File: src/design/spr_pkg.sv
// ----------------------------------------------------------------------------
// spr_pkg: shared types and constants of the servo position ramp
// Request codes, register indexes, field widths and the divider handshake.
// ----------------------------------------------------------------------------
package spr_pkg;

  localparam int unsigned ANGLE_W = 8;
  localparam int unsigned DUTY_W  = 16;
  localparam int unsigned TIME_W  = 32;
  localparam int unsigned RAMP_W  = 16;
  localparam int unsigned DIVD_W  = 24;
  localparam int unsigned QUOT_W  = 16;

  localparam logic [ANGLE_W-1:0] ANGLE_MAX = 8'd180;
  localparam logic [ANGLE_W-1:0] PCT_MAX   = 8'd100;

  localparam logic [QUOT_W-1:0] PCT_DIVISOR   = 16'd100;
  localparam logic [QUOT_W-1:0] ANGLE_DIVISOR = 16'd180;

  // request codes
  localparam logic [1:0] REQ_SET  = 2'd0;
  localparam logic [1:0] REQ_TICK = 2'd1;
  localparam logic [1:0] REQ_HOME = 2'd2;

  // register indexes (word address)
  localparam logic [2:0] REG_ENABLE    = 3'd0;
  localparam logic [2:0] REG_CLOSED    = 3'd1;
  localparam logic [2:0] REG_OPEN      = 3'd2;
  localparam logic [2:0] REG_DUTY_ZERO = 3'd3;
  localparam logic [2:0] REG_DUTY_FULL = 3'd4;
  localparam logic [2:0] REG_RAMP_TIME = 3'd5;

  typedef struct packed {
    logic              start;
    logic              wide;      // 16 quotient bits, else 8
    logic [DIVD_W-1:0] dividend;
    logic [QUOT_W-1:0] divisor;
  } spr_div_req_t;

  typedef struct packed {
    logic              busy;
    logic              done;
    logic [QUOT_W-1:0] quotient;
  } spr_div_rsp_t;

endpackage

File: src/design/spr_div.sv
// ----------------------------------------------------------------------------
// spr_div: bit-serial restoring divider
// One quotient bit per cycle; 8 or 16 quotient bits, dividend top part must
// already be below the divisor.
// ----------------------------------------------------------------------------
module spr_div import spr_pkg::*; (
  input  logic         clk,
  input  logic         rst_n,
  input  spr_div_req_t req,
  output spr_div_rsp_t rsp
);

  logic              busy_r, busy_nxt;
  logic              done_r, done_nxt;
  logic [3:0]        cnt_r, cnt_nxt;
  logic [QUOT_W-1:0] rem_r, rem_nxt;
  logic [QUOT_W-1:0] low_r, low_nxt;
  logic [QUOT_W-1:0] quo_r, quo_nxt;
  logic [QUOT_W-1:0] dvs_r, dvs_nxt;

  logic [QUOT_W:0]   trial;
  logic [QUOT_W:0]   trial_diff;
  logic              fits;

  assign trial      = {rem_r, low_r[QUOT_W-1]};
  assign trial_diff = trial - {1'b0, dvs_r};
  assign fits       = (trial >= {1'b0, dvs_r});

  always_comb begin
    busy_nxt = busy_r;
    done_nxt = 1'b0;
    cnt_nxt  = cnt_r;
    rem_nxt  = rem_r;
    low_nxt  = low_r;
    quo_nxt  = quo_r;
    dvs_nxt  = dvs_r;
    if (req.start) begin
      busy_nxt = 1'b1;
      cnt_nxt  = req.wide ? 4'd15 : 4'd7;
      rem_nxt  = req.wide ? {8'h00, req.dividend[23:16]} : req.dividend[23:8];
      low_nxt  = req.wide ? req.dividend[15:0] : {req.dividend[7:0], 8'h00};
      quo_nxt  = '0;
      dvs_nxt  = req.divisor;
    end else if (busy_r) begin
      rem_nxt = fits ? trial_diff[QUOT_W-1:0] : trial[QUOT_W-1:0];
      low_nxt = {low_r[QUOT_W-2:0], 1'b0};
      quo_nxt = {quo_r[QUOT_W-2:0], fits};
      cnt_nxt = cnt_r - 4'd1;
      if (cnt_r == 4'd0) begin
        busy_nxt = 1'b0;
        done_nxt = 1'b1;
      end
    end
  end

  always_ff @(posedge clk) begin
    if (!rst_n) begin
      busy_r <= 1'b0;
      done_r <= 1'b0;
      cnt_r  <= '0;
    end else begin
      busy_r <= busy_nxt;
      done_r <= done_nxt;
      cnt_r  <= cnt_nxt;
    end
  end

  always_ff @(posedge clk) begin
    rem_r <= rem_nxt;
    low_r <= low_nxt;
    quo_r <= quo_nxt;
    dvs_r <= dvs_nxt;
  end

  assign rsp.busy     = busy_r;
  assign rsp.done     = done_r;
  assign rsp.quotient = quo_r;

endmodule

File: src/design/servo_position_ramp.sv
// ----------------------------------------------------------------------------
// servo_position_ramp: linear servo ramp with PWM duty mapping
// Maps progress to a goal angle, ramps the present angle toward it on ticks
// and emits the clamped angle with its duty code.
// ----------------------------------------------------------------------------
//
//  channel  | handshake           | payload
//  ---------+---------------------+--------------------------------------
//  in       | in_valid / in_ready | in_req_type, in_percent, in_now_ms
//  out      | out_valid/out_ready | out_angle, out_duty
//  config   | psel/penable/pready | paddr, pwrite, pwdata, prdata
//
//  One word is worked on at a time by a sequencer around a shift-add
//  multiplier (one multiplier bit per cycle) and a bit-serial divider.
//  Set progress: one multiply and one divide. Ramp tick: multiply and divide
//  for the ramp, then multiply and a 16-bit divide for the duty. Home and
//  zero-ramp ticks: duty pass only. No-word ticks and ignored codes stay idle.
//  A finished word waits in the output register; a second one holds in the
//  emit step until that register is taken, and only then is input accepted.
//  Synchronous active-low reset; no clearing pass.
//
module servo_position_ramp import spr_pkg::*; #(
  parameter int unsigned DUTY_BITS = 16
) (
  input  logic                clk,
  input  logic                rst_n,
  input  logic                in_valid,
  output logic                in_ready,
  input  logic [1:0]          in_req_type,
  input  logic [ANGLE_W-1:0]  in_percent,
  input  logic [TIME_W-1:0]   in_now_ms,
  output logic                out_valid,
  input  logic                out_ready,
  output logic [ANGLE_W-1:0]  out_angle,
  output logic [DUTY_W-1:0]   out_duty,
  input  logic                psel,
  input  logic                penable,
  input  logic                pwrite,
  input  logic [4:0]          paddr,
  input  logic [31:0]         pwdata,
  output logic [31:0]         prdata,
  output logic                pready
);

  // bits of the duty code kept on the port
  localparam int unsigned MASK_W = (DUTY_BITS < DUTY_W) ? DUTY_BITS : DUTY_W;
  localparam logic [DUTY_W-1:0] DUTY_MASK = DUTY_W'((33'd1 << MASK_W) - 33'd1);

  typedef enum logic [3:0] {
    S_IDLE, S_GOAL_MUL, S_GOAL_DIV, S_TICK_LOAD, S_TICK_MUL, S_RAMP_DIV,
    S_DUTY_LOAD, S_DUTY_MUL, S_DUTY_DIV, S_EMIT
  } state_t;

  // --------------------------------------------------------------------------
  // Configuration registers
  // --------------------------------------------------------------------------
  logic               enable_r;
  logic [ANGLE_W-1:0] closed_r;
  logic [ANGLE_W-1:0] open_r;
  logic [DUTY_W-1:0]  duty_zero_r;
  logic [DUTY_W-1:0]  duty_full_r;
  logic [RAMP_W-1:0]  ramp_r;
  logic               cfg_wr;

  assign pready = 1'b1;
  assign cfg_wr = psel & penable & pwrite;

  always_ff @(posedge clk) begin
    if (!rst_n) begin
      enable_r    <= 1'b1;
      closed_r    <= 8'd0;
      open_r      <= 8'd180;
      duty_zero_r <= 16'd1638;
      duty_full_r <= 16'd8192;
      ramp_r      <= 16'd1000;
    end else if (cfg_wr) begin
      case (paddr[4:2])
        REG_ENABLE:    enable_r    <= pwdata[0];
        REG_CLOSED:    closed_r    <= pwdata[ANGLE_W-1:0];
        REG_OPEN:      open_r      <= pwdata[ANGLE_W-1:0];
        REG_DUTY_ZERO: duty_zero_r <= pwdata[DUTY_W-1:0];
        REG_DUTY_FULL: duty_full_r <= pwdata[DUTY_W-1:0];
        REG_RAMP_TIME: ramp_r      <= pwdata[RAMP_W-1:0];
        default: ;
      endcase
    end
  end

  always_comb begin
    case (paddr[4:2])
      REG_ENABLE:    prdata = 32'(enable_r);
      REG_CLOSED:    prdata = 32'(closed_r);
      REG_OPEN:      prdata = 32'(open_r);
      REG_DUTY_ZERO: prdata = 32'(duty_zero_r);
      REG_DUTY_FULL: prdata = 32'(duty_full_r);
      REG_RAMP_TIME: prdata = 32'(ramp_r);
      default:       prdata = '0;
    endcase
  end

  // --------------------------------------------------------------------------
  // Sequencer state and datapath registers
  // --------------------------------------------------------------------------
  state_t             state_r, state_nxt;
  logic [ANGLE_W-1:0] present_r, present_nxt;
  logic [ANGLE_W-1:0] goal_r, goal_nxt;
  logic [ANGLE_W-1:0] origin_r, origin_nxt;
  logic [TIME_W-1:0]  start_r, start_nxt;
  logic               out_valid_r, out_valid_nxt;
  logic [ANGLE_W-1:0] out_angle_r, out_angle_nxt;
  logic [DUTY_W-1:0]  out_duty_r, out_duty_nxt;

  logic [TIME_W-1:0]  now_r, now_nxt;
  logic [TIME_W-1:0]  elapsed_r, elapsed_nxt;
  logic [DIVD_W-1:0]  acc_r, acc_nxt;
  logic [ANGLE_W-1:0] ma_r, ma_nxt;
  logic [ANGLE_W-1:0] mb_r, mb_nxt;
  logic [QUOT_W-1:0]  mx_r, mx_nxt;
  logic [QUOT_W-1:0]  my_r, my_nxt;
  logic [2:0]         mcnt_r, mcnt_nxt;
  logic               neg_r, neg_nxt;
  logic [ANGLE_W-1:0] ang_r, ang_nxt;
  logic [DUTY_W-1:0]  duty_r, duty_nxt;

  // --------------------------------------------------------------------------
  // Datapath helpers
  // --------------------------------------------------------------------------
  logic               in_fire;
  logic [ANGLE_W-1:0] pct_sat;
  logic [ANGLE_W:0]   open_diff;
  logic [ANGLE_W:0]   open_mag;
  logic [DUTY_W:0]    duty_diff;
  logic [DUTY_W:0]    duty_mag;
  logic [DIVD_W-1:0]  acc_step;
  logic               mul_last;
  logic [RAMP_W-1:0]  ramp_m;
  logic [ANGLE_W-1:0] ang_clamp;
  logic [ANGLE_W-1:0] div_q8;
  logic [ANGLE_W-1:0] goal_calc;
  logic [DUTY_W-1:0]  duty_calc;

  spr_div_req_t div_req;
  spr_div_rsp_t div_rsp;

  assign in_ready = (state_r == S_IDLE);
  assign in_fire  = in_valid & in_ready;

  // saturate progress to one hundred percent
  assign pct_sat = (in_percent > PCT_MAX) ? PCT_MAX : in_percent;

  // signed spans go through the multiplier as magnitude plus sign
  assign open_diff = {1'b0, open_r} - {1'b0, closed_r};
  assign open_mag  = open_diff[ANGLE_W] ? (~open_diff + 9'd1) : open_diff;
  assign duty_diff = {1'b0, duty_full_r} - {1'b0, duty_zero_r};
  assign duty_mag  = duty_diff[DUTY_W] ? (~duty_diff + 17'd1) : duty_diff;

  // shift-add step, MSB of the multiplier bits first; two products summed
  assign acc_step = {acc_r[DIVD_W-2:0], 1'b0}
                  + (ma_r[ANGLE_W-1] ? DIVD_W'(mx_r) : '0)
                  + (mb_r[ANGLE_W-1] ? DIVD_W'(my_r) : '0);
  assign mul_last = (mcnt_r == 3'd0);

  // time into the ramp, held at the full ramp time
  assign ramp_m    = (elapsed_r < TIME_W'(ramp_r)) ? elapsed_r[RAMP_W-1:0] : ramp_r;
  assign ang_clamp = (ang_r > ANGLE_MAX) ? ANGLE_MAX : ang_r;

  assign div_q8    = div_rsp.quotient[ANGLE_W-1:0];
  assign goal_calc = neg_r ? (closed_r - div_q8) : (closed_r + div_q8);
  assign duty_calc = neg_r ? (duty_zero_r - div_rsp.quotient)
                           : (duty_zero_r + div_rsp.quotient);

  // launch the divide on the last multiply step
  always_comb begin
    div_req.start    = mul_last && (state_r == S_GOAL_MUL || state_r == S_TICK_MUL ||
                                    state_r == S_DUTY_MUL);
    div_req.wide     = (state_r == S_DUTY_MUL);
    div_req.dividend = acc_step;
    case (state_r)
      S_GOAL_MUL: div_req.divisor = PCT_DIVISOR;
      S_TICK_MUL: div_req.divisor = ramp_r;
      default:    div_req.divisor = ANGLE_DIVISOR;
    endcase
  end

  spr_div u_div (
    .clk   (clk),
    .rst_n (rst_n),
    .req   (div_req),
    .rsp   (div_rsp)
  );

  // --------------------------------------------------------------------------
  // Sequencer
  // --------------------------------------------------------------------------
  always_comb begin
    state_nxt     = state_r;
    present_nxt   = present_r;
    goal_nxt      = goal_r;
    origin_nxt    = origin_r;
    start_nxt     = start_r;
    out_valid_nxt = out_valid_r;
    out_angle_nxt = out_angle_r;
    out_duty_nxt  = out_duty_r;
    now_nxt       = now_r;
    elapsed_nxt   = elapsed_r;
    acc_nxt       = acc_r;
    ma_nxt        = ma_r;
    mb_nxt        = mb_r;
    mx_nxt        = mx_r;
    my_nxt        = my_r;
    mcnt_nxt      = mcnt_r;
    neg_nxt       = neg_r;
    ang_nxt       = ang_r;
    duty_nxt      = duty_r;

    // drop the output word once taken
    if (out_valid_r && out_ready) begin
      out_valid_nxt = 1'b0;
    end

    case (state_r)
      S_IDLE: begin
        if (in_fire) begin
          now_nxt = in_now_ms;
          case (in_req_type)
            REQ_SET: begin
              // |open - closed| * pct, then divide by 100
              neg_nxt   = open_diff[ANGLE_W];
              mx_nxt    = QUOT_W'(open_mag[ANGLE_W-1:0]);
              my_nxt    = '0;
              ma_nxt    = pct_sat;
              mb_nxt    = '0;
              acc_nxt   = '0;
              mcnt_nxt  = 3'd7;
              state_nxt = S_GOAL_MUL;
            end
            REQ_TICK: begin
              if (enable_r && (present_r != goal_r)) begin
                if (ramp_r == '0) begin
                  // zero ramp time: jump to the goal
                  present_nxt = goal_r;
                  ang_nxt     = goal_r;
                  state_nxt   = S_DUTY_LOAD;
                end else begin
                  elapsed_nxt = in_now_ms - start_r;
                  state_nxt   = S_TICK_LOAD;
                end
              end
            end
            REQ_HOME: begin
              if (enable_r) begin
                present_nxt = closed_r;
                goal_nxt    = closed_r;
                origin_nxt  = closed_r;
                ang_nxt     = closed_r;
                state_nxt   = S_DUTY_LOAD;
              end
            end
            default: ;
          endcase
        end
      end

      S_GOAL_MUL, S_TICK_MUL, S_DUTY_MUL: begin
        acc_nxt  = acc_step;
        ma_nxt   = {ma_r[ANGLE_W-2:0], 1'b0};
        mb_nxt   = {mb_r[ANGLE_W-2:0], 1'b0};
        mcnt_nxt = mcnt_r - 3'd1;
        if (mul_last) begin
          case (state_r)
            S_GOAL_MUL: state_nxt = S_GOAL_DIV;
            S_TICK_MUL: state_nxt = S_RAMP_DIV;
            default:    state_nxt = S_DUTY_DIV;
          endcase
        end
      end

      S_GOAL_DIV: begin
        if (div_rsp.done) begin
          // restart the ramp only on a new goal
          if (goal_calc != goal_r) begin
            origin_nxt = present_r;
            goal_nxt   = goal_calc;
            start_nxt  = now_r;
          end
          state_nxt = S_IDLE;
        end
      end

      S_TICK_LOAD: begin
        // origin*(T-m) + goal*m, then divide by T
        mx_nxt    = ramp_r - ramp_m;
        my_nxt    = ramp_m;
        ma_nxt    = origin_r;
        mb_nxt    = goal_r;
        acc_nxt   = '0;
        mcnt_nxt  = 3'd7;
        state_nxt = S_TICK_MUL;
      end

      S_RAMP_DIV: begin
        if (div_rsp.done) begin
          present_nxt = div_q8;
          ang_nxt     = div_q8;
          state_nxt   = S_DUTY_LOAD;
        end
      end

      S_DUTY_LOAD: begin
        // clamped angle * |full - zero|, then divide by 180
        ang_nxt   = ang_clamp;
        neg_nxt   = duty_diff[DUTY_W];
        mx_nxt    = duty_mag[DUTY_W-1:0];
        my_nxt    = '0;
        ma_nxt    = ang_clamp;
        mb_nxt    = '0;
        acc_nxt   = '0;
        mcnt_nxt  = 3'd7;
        state_nxt = S_DUTY_MUL;
      end

      S_DUTY_DIV: begin
        if (div_rsp.done) begin
          duty_nxt  = duty_calc;
          state_nxt = S_EMIT;
        end
      end

      S_EMIT: begin
        // hold until the output register is free
        if (!out_valid_r || out_ready) begin
          out_valid_nxt = 1'b1;
          out_angle_nxt = ang_r;
          out_duty_nxt  = duty_r & DUTY_MASK;
          state_nxt     = S_IDLE;
        end
      end

      default: state_nxt = S_IDLE;
    endcase
  end

  always_ff @(posedge clk) begin
    if (!rst_n) begin
      state_r     <= S_IDLE;
      present_r   <= '0;
      goal_r      <= '0;
      origin_r    <= '0;
      start_r     <= '0;
      out_valid_r <= 1'b0;
      out_angle_r <= '0;
      out_duty_r  <= '0;
    end else begin
      state_r     <= state_nxt;
      present_r   <= present_nxt;
      goal_r      <= goal_nxt;
      origin_r    <= origin_nxt;
      start_r     <= start_nxt;
      out_valid_r <= out_valid_nxt;
      out_angle_r <= out_angle_nxt;
      out_duty_r  <= out_duty_nxt;
    end
  end

  always_ff @(posedge clk) begin
    now_r     <= now_nxt;
    elapsed_r <= elapsed_nxt;
    acc_r     <= acc_nxt;
    ma_r      <= ma_nxt;
    mb_r      <= mb_nxt;
    mx_r      <= mx_nxt;
    my_r      <= my_nxt;
    mcnt_r    <= mcnt_nxt;
    neg_r     <= neg_nxt;
    ang_r     <= ang_nxt;
    duty_r    <= duty_nxt;
  end

  assign out_valid = out_valid_r;
  assign out_angle = out_angle_r;
  assign out_duty  = out_duty_r;

  // --------------------------------------------------------------------------
  // Assertions
  // --------------------------------------------------------------------------

  // a divide only finishes while the sequencer waits on it
  assert property (@(posedge clk) disable iff (!rst_n)
    div_rsp.done |-> (state_r == S_GOAL_DIV || state_r == S_RAMP_DIV ||
                      state_r == S_DUTY_DIV))
    else $error("divider result with no waiting step");

  // no new word while the divider still runs
  assert property (@(posedge clk) disable iff (!rst_n)
    in_fire |-> !div_rsp.busy)
    else $error("input word taken during a divide");

  // a ramp angle lies between the ramp origin and the goal
  assert property (@(posedge clk) disable iff (!rst_n)
    (state_r == S_RAMP_DIV && div_rsp.done) |->
      (div_rsp.quotient[QUOT_W-1:ANGLE_W] == '0) &&
      ((div_q8 >= origin_r && div_q8 <= goal_r) ||
       (div_q8 <= origin_r && div_q8 >= goal_r)))
    else $error("ramp angle outside origin and goal");

  // emitted angle is clamped
  assert property (@(posedge clk) disable iff (!rst_n)
    out_valid_r |-> (out_angle_r <= ANGLE_MAX))
    else $error("emitted angle above limit");

endmodule

File: config.mk
export PLATFORM = sky130hd
export DESIGN_NAME = servo_position_ramp
export DESIGN_NICKNAME = d
export VERILOG_FILES = /design/src/design/spr_pkg.sv /design/src/design/spr_div.sv /design/src/design/servo_position_ramp.sv
export SDC_FILE = /design/constraint.sdc
export NUM_CORES = 1
export LEC_CHECK = 0
export BUFFER_PORTS_ARGS = -buffer_cell sky130_fd_sc_hd__buf_2
export CORE_UTILIZATION = 50
export DETAILED_ROUTE_END_ITERATION = 7
export PLACE_DENSITY = 0.7
export RECOVER_POWER = 25
export SLEW_MARGIN = 20
export SYNTH_ARGS = -nofsm -noshare
export SYNTH_HDL_FRONTEND = slang
export SYNTH_SLANG_ARGS = --single-unit
export TNS_END_PERCENT = 100
File: constraint.sdc
create_clock -name clk -period 4.73 [get_ports clk]
set_input_delay 0.2365 -clock clk [delete_from_list [all_inputs] [get_ports clk]]
set_output_delay 0.2365 -clock clk [all_outputs]
set_load 0.02 [all_outputs]
==> results.ini, run 1 <==
[status]
run_status=complete, but fails checks
violated_checks=capacitance limit, slew limit

[worst_hold_path]
holdCritPathClass=primary input to flop
hold_path_depth=3
worstHoldEndpoint=ma_r[4]
min-delay-start=in_percent[4]

[timing]
final_sum_of_negative_setup_slack_ns=0
grt_setup_unrepaired=false
timing_worst_slew_pin_value_ns=2.106
relSlewSlack=-0.4042
timing.final.max_slew_violations=32
final_min_period_over_clock_period=0.9408
timing.fmax_mhz=224.7
setup_viol=0
timing.final.hold_violations=0
layout_min_cycle_time_ns=4.450
clock-skew-final_ns=0.01823

[pwr]
peakVddDrop_mv=0.2983
total_leakage_power_nw=10.59
power-per-cell-area_nw_per_um2=433.8

[route]
drcViolationCount=0
antenna_violation_net_count_after_detailed_routing=0
drt_first_pass_iters=5
routed_wl_per_cell_um=18.97
via_count=19879
drt_first_iter_violations=1534
route.final.wire_length_um=65470
detail_route.vias_per_cell=5.759

[synthesis]
synth_seq_area_share=0.4042
syn_area_per_cell_um2=9.086
synth_seq_cells=383
synth_largest_area_cell=sky130_fd_sc_hd__edfxtp_1
synth_cells=2663
synth_enable_flop_cells=211
async_flop_share=0
synthDistinctLibCells=92
post-synth-top-area-fraction=0.2619
post_synth_instance_area_um2=24200
flip_flop_cell_with_the_highest_count_after_synthesis=sky130_fd_sc_hd__edfxtp_1
yosys.cell_count.top_type=sky130_fd_sc_hd__nand2_1
synth_warnings=0
ys_top_cells_by_area=sky130_fd_sc_hd__edfxtp_1 (26%), sky130_fd_sc_hd__dfxtp_1 (14%), sky130_fd_sc_hd__ha_1 (7.5%)
netlist_top_cells_count=sky130_fd_sc_hd__nand2_1 (414), sky130_fd_sc_hd__edfxtp_1 (211), sky130_fd_sc_hd__nor2_1 (210)

[setup_path]
worst_path_arrival_time_ns=4.74
r2r_slack_ns=0.28
r2r_start=ma_r[7]
critical_path.endpoint_type=flop
worst_ep_required_time_ns=5.02
path_max_fanout=16
regToRegEndpoint=u_div.rem_r[11]
crit_start=ma_r[7]
worst-setup-path-type=flop to flop
worstRegToRegCells=14
crit_path_start_kind=flop

[finish]
area.growth.synth_to_final_pct=12.76
final_core_util=0.5714
drive_gt1_frac=0.07296
insertedDiodeCount=0
non_filler_cells_final=3452
num-fill-cells=4198
regArea_um2=9779
multiInputGateArea_um2=13360
finalNetCount=3057

[floorplan]
die-height_um=222.0
die_width_um=222.0
fp.coreArea_um2=47750
placement_rows=80
floorplan.io_pins=145
die-area_um2=49280
initial_utilization=0.5068

[global_route]
grt_antenna_before_repair=0
grt.total_usage=0.2651
grt_remaining_overflow=0
maximum_number_of_pins_on_one_net_before_global_route_repair=149
grt_pass1_wl_um=104200
grt_pass1_vias=19516

[placement]
placed_cells=3321
io_buffers=109
finalWeightedCongestion=0.9507
detailedPlacementHpwl_um=48610

[clocking]
clk_path_buf_depth=3
clkSlewWorstSetupHoldPaths_ns=0.06
cts-buffers-inserted=44
cts_setup_buffers=0
h-tree-depth=2
cts_tree=yes
root_buffer=sky130_fd_sc_hd__clkbuf_16
clkLatencyLatePin_ns=0.57
clock_sink_count=383

[run]
maxCapViolations=1

==> power breakdown <==
group / switching [W] / leakage [nW] / internal [W]
Sequential: 0.000287 / 3.32 / 0.00407
Combinational: 0.00254 / 6.55 / 0.00146
Clock: 0.00140 / 0.718 / 0.00208
==> worst max path at each step <==
stage | endpoint | slack, ns | cells after the start
after CTS | mx_r[12] | 0.31 | 17
after global placement | mx_r[12] | 0.41 | 16
final | u_div.rem_r[11] | 0.28 | 14
after detailed placement | mx_r[12] | 0.32 | 16
after floorplan | elapsed_r[0] | 0.1 | 7
after global routing | mx_r[12] | 0.03 | 16
==> cell families after synthesis <==
logic type / share of synthesized area
simple gates: 0.1819
flops: 0.4042
fa+ha+maj: 0.09443
other cells: 0.0003104
xor+xnor: 0.05554
compound gates: 0.1602
mux: 0.05507
buf+inv: 0.04845
==> area by class of cell <==
cell class                      count  share of cell area
Sequential cell                   383              0.3584
Inverter                          159             0.02187
Tap cell                          615             0.02820
Timing Repair Buffer              204             0.04792
Clock buffer                       70             0.04989
Multi-Input combinational cell   2011              0.4897
Clock inverter                     10            0.003944
==> placed cells by master (no fill, tap or decap), types with 50 or more instances in the layout <==
cell type                       count
sky130_fd_sc_hd__xor2_1            51
sky130_fd_sc_hd__a21boi_0          78
sky130_fd_sc_hd__a21oi_1          117
sky130_fd_sc_hd__ha_1             145
sky130_fd_sc_hd__edfxtp_1         211
sky130_fd_sc_hd__dfxtp_1          172
sky130_fd_sc_hd__mux2i_1          114
sky130_fd_sc_hd__dlygate4sd3_1     51
sky130_fd_sc_hd__and2_1            50
sky130_fd_sc_hd__xnor2_1           98
sky130_fd_sc_hd__inv_1            158
sky130_fd_sc_hd__nand2_1          414
sky130_fd_sc_hd__nor2_1           210
sky130_fd_sc_hd__o21ai_0          112
sky130_fd_sc_hd__nor3_1            50
sky130_fd_sc_hd__clkbuf_1          75
==> through the flow <==
stage | total power, W | worst slack (ns) | area [um2] | hold WS, ns
after floorplan | 0.007147 | 0.09647 | 24250 | 0.3354
after global placement | 0.008184 | 0.4053 | 25380 | 0.4312
after detailed placement | 0.008304 | 0.3167 | 25380 | 0.4321
after CTS | 0.01183 | 0.3055 | 27360 | 0.01163
after global routing | 0.01245 | 0.02820 | 27280 | 0.04362
final | 0.01183 | 0.2801 | 27280 | 0.02092
==> what timing repair did <==
action / 4_1_cts / 5_1_grt
hold buffers: 51 / 0
endpoints found under the setup margin: 0 / 4
hold endpoints to repair: 78 / 0
gates resized for setup: 0 / 4
==> routing by layer <==
metal | share of wire | up-vias | routed length, um | global-route usage
met5 | 0 | - | 0 | 0
met4 | 0.029 | 0 | 1881 | 0.08759
met3 | 0.057 | 121 | 3717 | 0.03432
met2 | 0.47 | 603 | 30970 | 0.4458
met1 | 0.44 | 9529 | 28900 | 0.3525
li1 | - | 9626 | - | -
==> worst max-delay path, cell delays in order (launching register included) <==
cell and delay [ns]:
sky130_fd_sc_hd__edfxtp_1 0.60, sky130_fd_sc_hd__and2_1 0.26, sky130_fd_sc_hd__fa_1 0.46, sky130_fd_sc_hd__ha_1 0.24
sky130_fd_sc_hd__fa_1 0.41, sky130_fd_sc_hd__a21o_1 0.18, sky130_fd_sc_hd__a21oi_1 0.22, sky130_fd_sc_hd__o21bai_1 0.12
sky130_fd_sc_hd__a2111o_1 0.49, sky130_fd_sc_hd__and3_1 0.19, sky130_fd_sc_hd__o21a_1 0.18, sky130_fd_sc_hd__nor2_1 0.19
sky130_fd_sc_hd__o21ai_0 0.23, sky130_fd_sc_hd__xnor2_1 0.27, sky130_fd_sc_hd__o22ai_1 0.13
==> flip-flops by register name (all words and copies together) (netlist names), 16 cells and up <==
name,count
elapsed_r,32
now_r,32
start_r,32
acc_r,23
duty_full_r,16
duty_r,16
duty_zero_r,16
mx_r,16
my_r,16
out_duty,16
ramp_r,16
u_div.dvs_r,16
u_div.low_r,16
u_div.quo_r,16
u_div.rem_r,16
Note: power is estimated with default switching activity, not from simulation.
==> run 2: changes to the inputs <==
CORE_MARGIN = 2   (was unset)
==> results.ini, run 2 (same netlist as run 1, synthesis figures left out) <==
[status]
run_status=complete, but fails checks
violated_checks=capacitance limit, slew limit

[setup_path]
cp_slowest_stage_delay_ns=0.50  ; -0.10 ns
timing.critical_path.cells=ha_1 -> nor4_1 -> nand4_1 -> a2111oi_4 -> o21a_1 -> nor2_1 -> a21oi_2 -> ha_1 -> a21oi_1 -> nor3_1 -> nand2_1 -> o211ai_1 -> a211oi_1 -> o21ai_1 -> a31oi_1 -> xnor2_1 -> o22ai_1
worst-setup-path-type=flop to flop
worst_ep_required_time_ns=5.01  ; about the same
cp_common_cell=sky130_fd_sc_hd__ha_1
crit_start=elapsed_r[15]
worst_path_arrival_time_ns=4.69  ; -0.05 ns
crit_family=compound AO/OA/AOI/OAI gates
critical_path.endpoint_type=flop
cp.buffers_inverters=0  ; unchanged
crit_path_start_kind=flop
slowest_stage=sky130_fd_sc_hd__a211oi_1
r2r_start=elapsed_r[15]
path_max_fanout=7  ; -9

[finish]
area.growth.synth_to_final_pct=12.90
num-fill-cells=4207  ; +0.21%
drive_gt1_frac=0.07625  ; +0.003283
layout.cells.most_common_list=sky130_fd_sc_hd__nand2_1 (414), sky130_fd_sc_hd__edfxtp_1 (211), sky130_fd_sc_hd__nor2_1 (210)
final_core_util=0.5721  ; +0.0007080
non_filler_cells_final=3461  ; +0.26%
finalNetCount=3064  ; +0.23%
layout.cells.most_common=sky130_fd_sc_hd__nand2_1
layout_top_registers=elapsed_r x32, now_r x32, start_r x32
insertedDiodeCount=0  ; unchanged

[global_route]
grt_remaining_overflow=0  ; unchanged
grt_pass1_wl_um=102400  ; -1.8%
maximum_number_of_pins_on_one_net_before_global_route_repair=145  ; -2.7%
grt_antenna_before_repair=1  ; +1
grt.total_usage=0.2559  ; -0.009199
grt_pass1_vias=19346  ; -0.87%

[route]
route.final.wire_length_um=64430  ; -1.6%
antenna_violation_net_count_after_detailed_routing=0  ; unchanged
routed_wl_per_cell_um=18.62  ; -1.8%
drt_first_pass_iters=6  ; +1
drt_first_iter_violations=1396  ; -9.0%
drcViolationCount=0  ; unchanged
detail_route.vias_per_cell=5.726  ; -0.57%
via_count=19817  ; -0.31%

[floorplan]
die-height_um=224.0  ; +0.90%
initial_utilization=0.5068  ; unchanged
die_width_um=224.0  ; +0.90%
placement_rows=80  ; unchanged
fp.coreArea_um2=47750  ; unchanged
floorplan.io_pins=145  ; unchanged
die-area_um2=50170  ; +1.8%

[clocking]
cts_setup_buffers=0  ; unchanged
clock_sink_count=383  ; unchanged
h-tree-depth=2  ; unchanged
cts_tree=yes
clkLatencyLatePin_ns=0.58  ; about the same
root_buffer=sky130_fd_sc_hd__clkbuf_16
clk_path_buf_depth=3  ; unchanged
cts-buffers-inserted=44  ; unchanged
clkSlewWorstSetupHoldPaths_ns=0.06  ; about the same

[timing]
relSlewSlack=-0.3066  ; +0.09759
timing_worst_slew_pin_value_ns=1.960  ; -0.1464 ns
layout_min_cycle_time_ns=4.411  ; -0.03907 ns
final_sum_of_negative_setup_slack_ns=0  ; unchanged
final_min_period_over_clock_period=0.9325  ; -0.008259
hold_ws_ns=0.04855  ; +0.02763 ns
timing.final.hold_violations=0  ; unchanged
timing.final.max_slew_violations=72  ; +130%
setup_viol=0  ; unchanged
timing.fmax_mhz=226.7  ; +0.89%
grt_setup_unrepaired=false
clock-skew-final_ns=0.02380  ; +0.005563 ns

[pwr]
power_w=0.01175  ; -0.74%
seq_power_share=0.370  ; +0.002
power_switching_w=0.004207  ; -0.43%
peakVddDrop_mv=0.3387  ; +14%
power-per-cell-area_nw_per_um2=430.0  ; -0.86%
power.combinational.fraction=0.341  ; +0.003
cell_internal_pwr_w=0.007541  ; -0.91%
total_leakage_power_nw=10.62  ; +0.32%
switching_share_of_total_power=0.3581  ; +0.001129
share_of_total_power_in_the_clock_network=0.289  ; -0.005

[worst_hold_path]
holdCritPathClass=primary input to flop
min-delay-start=out_ready

[placement]
io_buffers=109  ; unchanged
finalWeightedCongestion=0.9403  ; -1.1%
detailedPlacementHpwl_um=47950  ; -1.4%
placed_cells=3326  ; +0.15%

[run]
maxCapViolations=2  ; +1

run 2: changes by cell type in the layout (fill, tap and decap cells not counted), sizes merged:
cell and delta:
dlygate4sd3 +1, clkinvlp -2, clkinv +12, bufinv -1, inv +2, clkbuf -8, buf +5
run 2: worst register-to-register path, stage by stage, from the launching register on:
cell,delay (ns)
sky130_fd_sc_hd__edfxtp_1,0.44
sky130_fd_sc_hd__ha_1,0.23
sky130_fd_sc_hd__nor4_1,0.26
sky130_fd_sc_hd__nand4_1,0.23
sky130_fd_sc_hd__a2111oi_4,0.47
sky130_fd_sc_hd__o21a_1,0.35
sky130_fd_sc_hd__nor2_1,0.09
sky130_fd_sc_hd__a21oi_2,0.17
sky130_fd_sc_hd__ha_1,0.26
sky130_fd_sc_hd__a21oi_1,0.18
sky130_fd_sc_hd__nor3_1,0.08
sky130_fd_sc_hd__nand2_1,0.07
sky130_fd_sc_hd__o211ai_1,0.18
sky130_fd_sc_hd__a211oi_1,0.50
sky130_fd_sc_hd__o21ai_1,0.16
sky130_fd_sc_hd__a31oi_1,0.21
sky130_fd_sc_hd__xnor2_1,0.14
sky130_fd_sc_hd__o22ai_1,0.10
run 2: power by group through the flow:
| stage | Clock (W) | Sequential [W] | Combinational (W) |
|---|---|---|---|
| after floorplan | 0 | 0.00428 | 0.00287 |
| after CTS | 0.00347 | 0.00435 | 0.00396 |
| after global placement | 0 | 0.00439 | 0.00382 |
| after detailed placement | 0 | 0.00441 | 0.00390 |
| final | 0.00339 | 0.00434 | 0.00401 |
| after global routing | 0.00359 | 0.00440 | 0.00441 |
run 2: through the flow:
step | setup WS (ns) | area [um2]
CTS | 0.2321 | 27390
floorplan | 0.09647 | 24250
global route | 0.02169 | 27320
global placement | 0.3298 | 25420
finish | 0.3191 | 27320
detailed placement | 0.2393 | 25420
run 2: what timing repair did:
action                                  4_1_cts  5_1_grt
gates resized for setup                       0        4
hold endpoints to repair                     80        0
hold buffers                                 52        0
endpoints found under the setup margin        0        1
run 2: worst paths after layout:
check                end  slack, ns  depth (start not counted)
max             mx_r[15]       0.32                         17
min reg2reg  start_r[20]       0.46                          2
min            out_valid       0.05                          3
max reg2reg     mx_r[15]       0.32                         17
run 2: per-layer routing:
| metal | track usage | vias up | part of all wire |
|---|---|---|---|
| met5 | 0 | - | 0 |
| met4 | 0.08817 | 0 | 0.030 |
| met3 | 0.03987 | 133 | 0.066 |
| met2 | 0.4274 | 604 | 0.47 |
| met1 | 0.3382 | 9431 | 0.44 |
| li1 | - | 9649 | - |
run 2: cell type report:
class	count	area (um2)	area share
clock buffer	61	1300	0.04759
sequential	383	9779	0.3580
clock inverter	21	148.9	0.005450
inverter	159	596.8	0.02185
timing repair buffer	211	1363	0.04988
multi-input combinational	2011	13360	0.4891
tap	615	769.5	0.02817
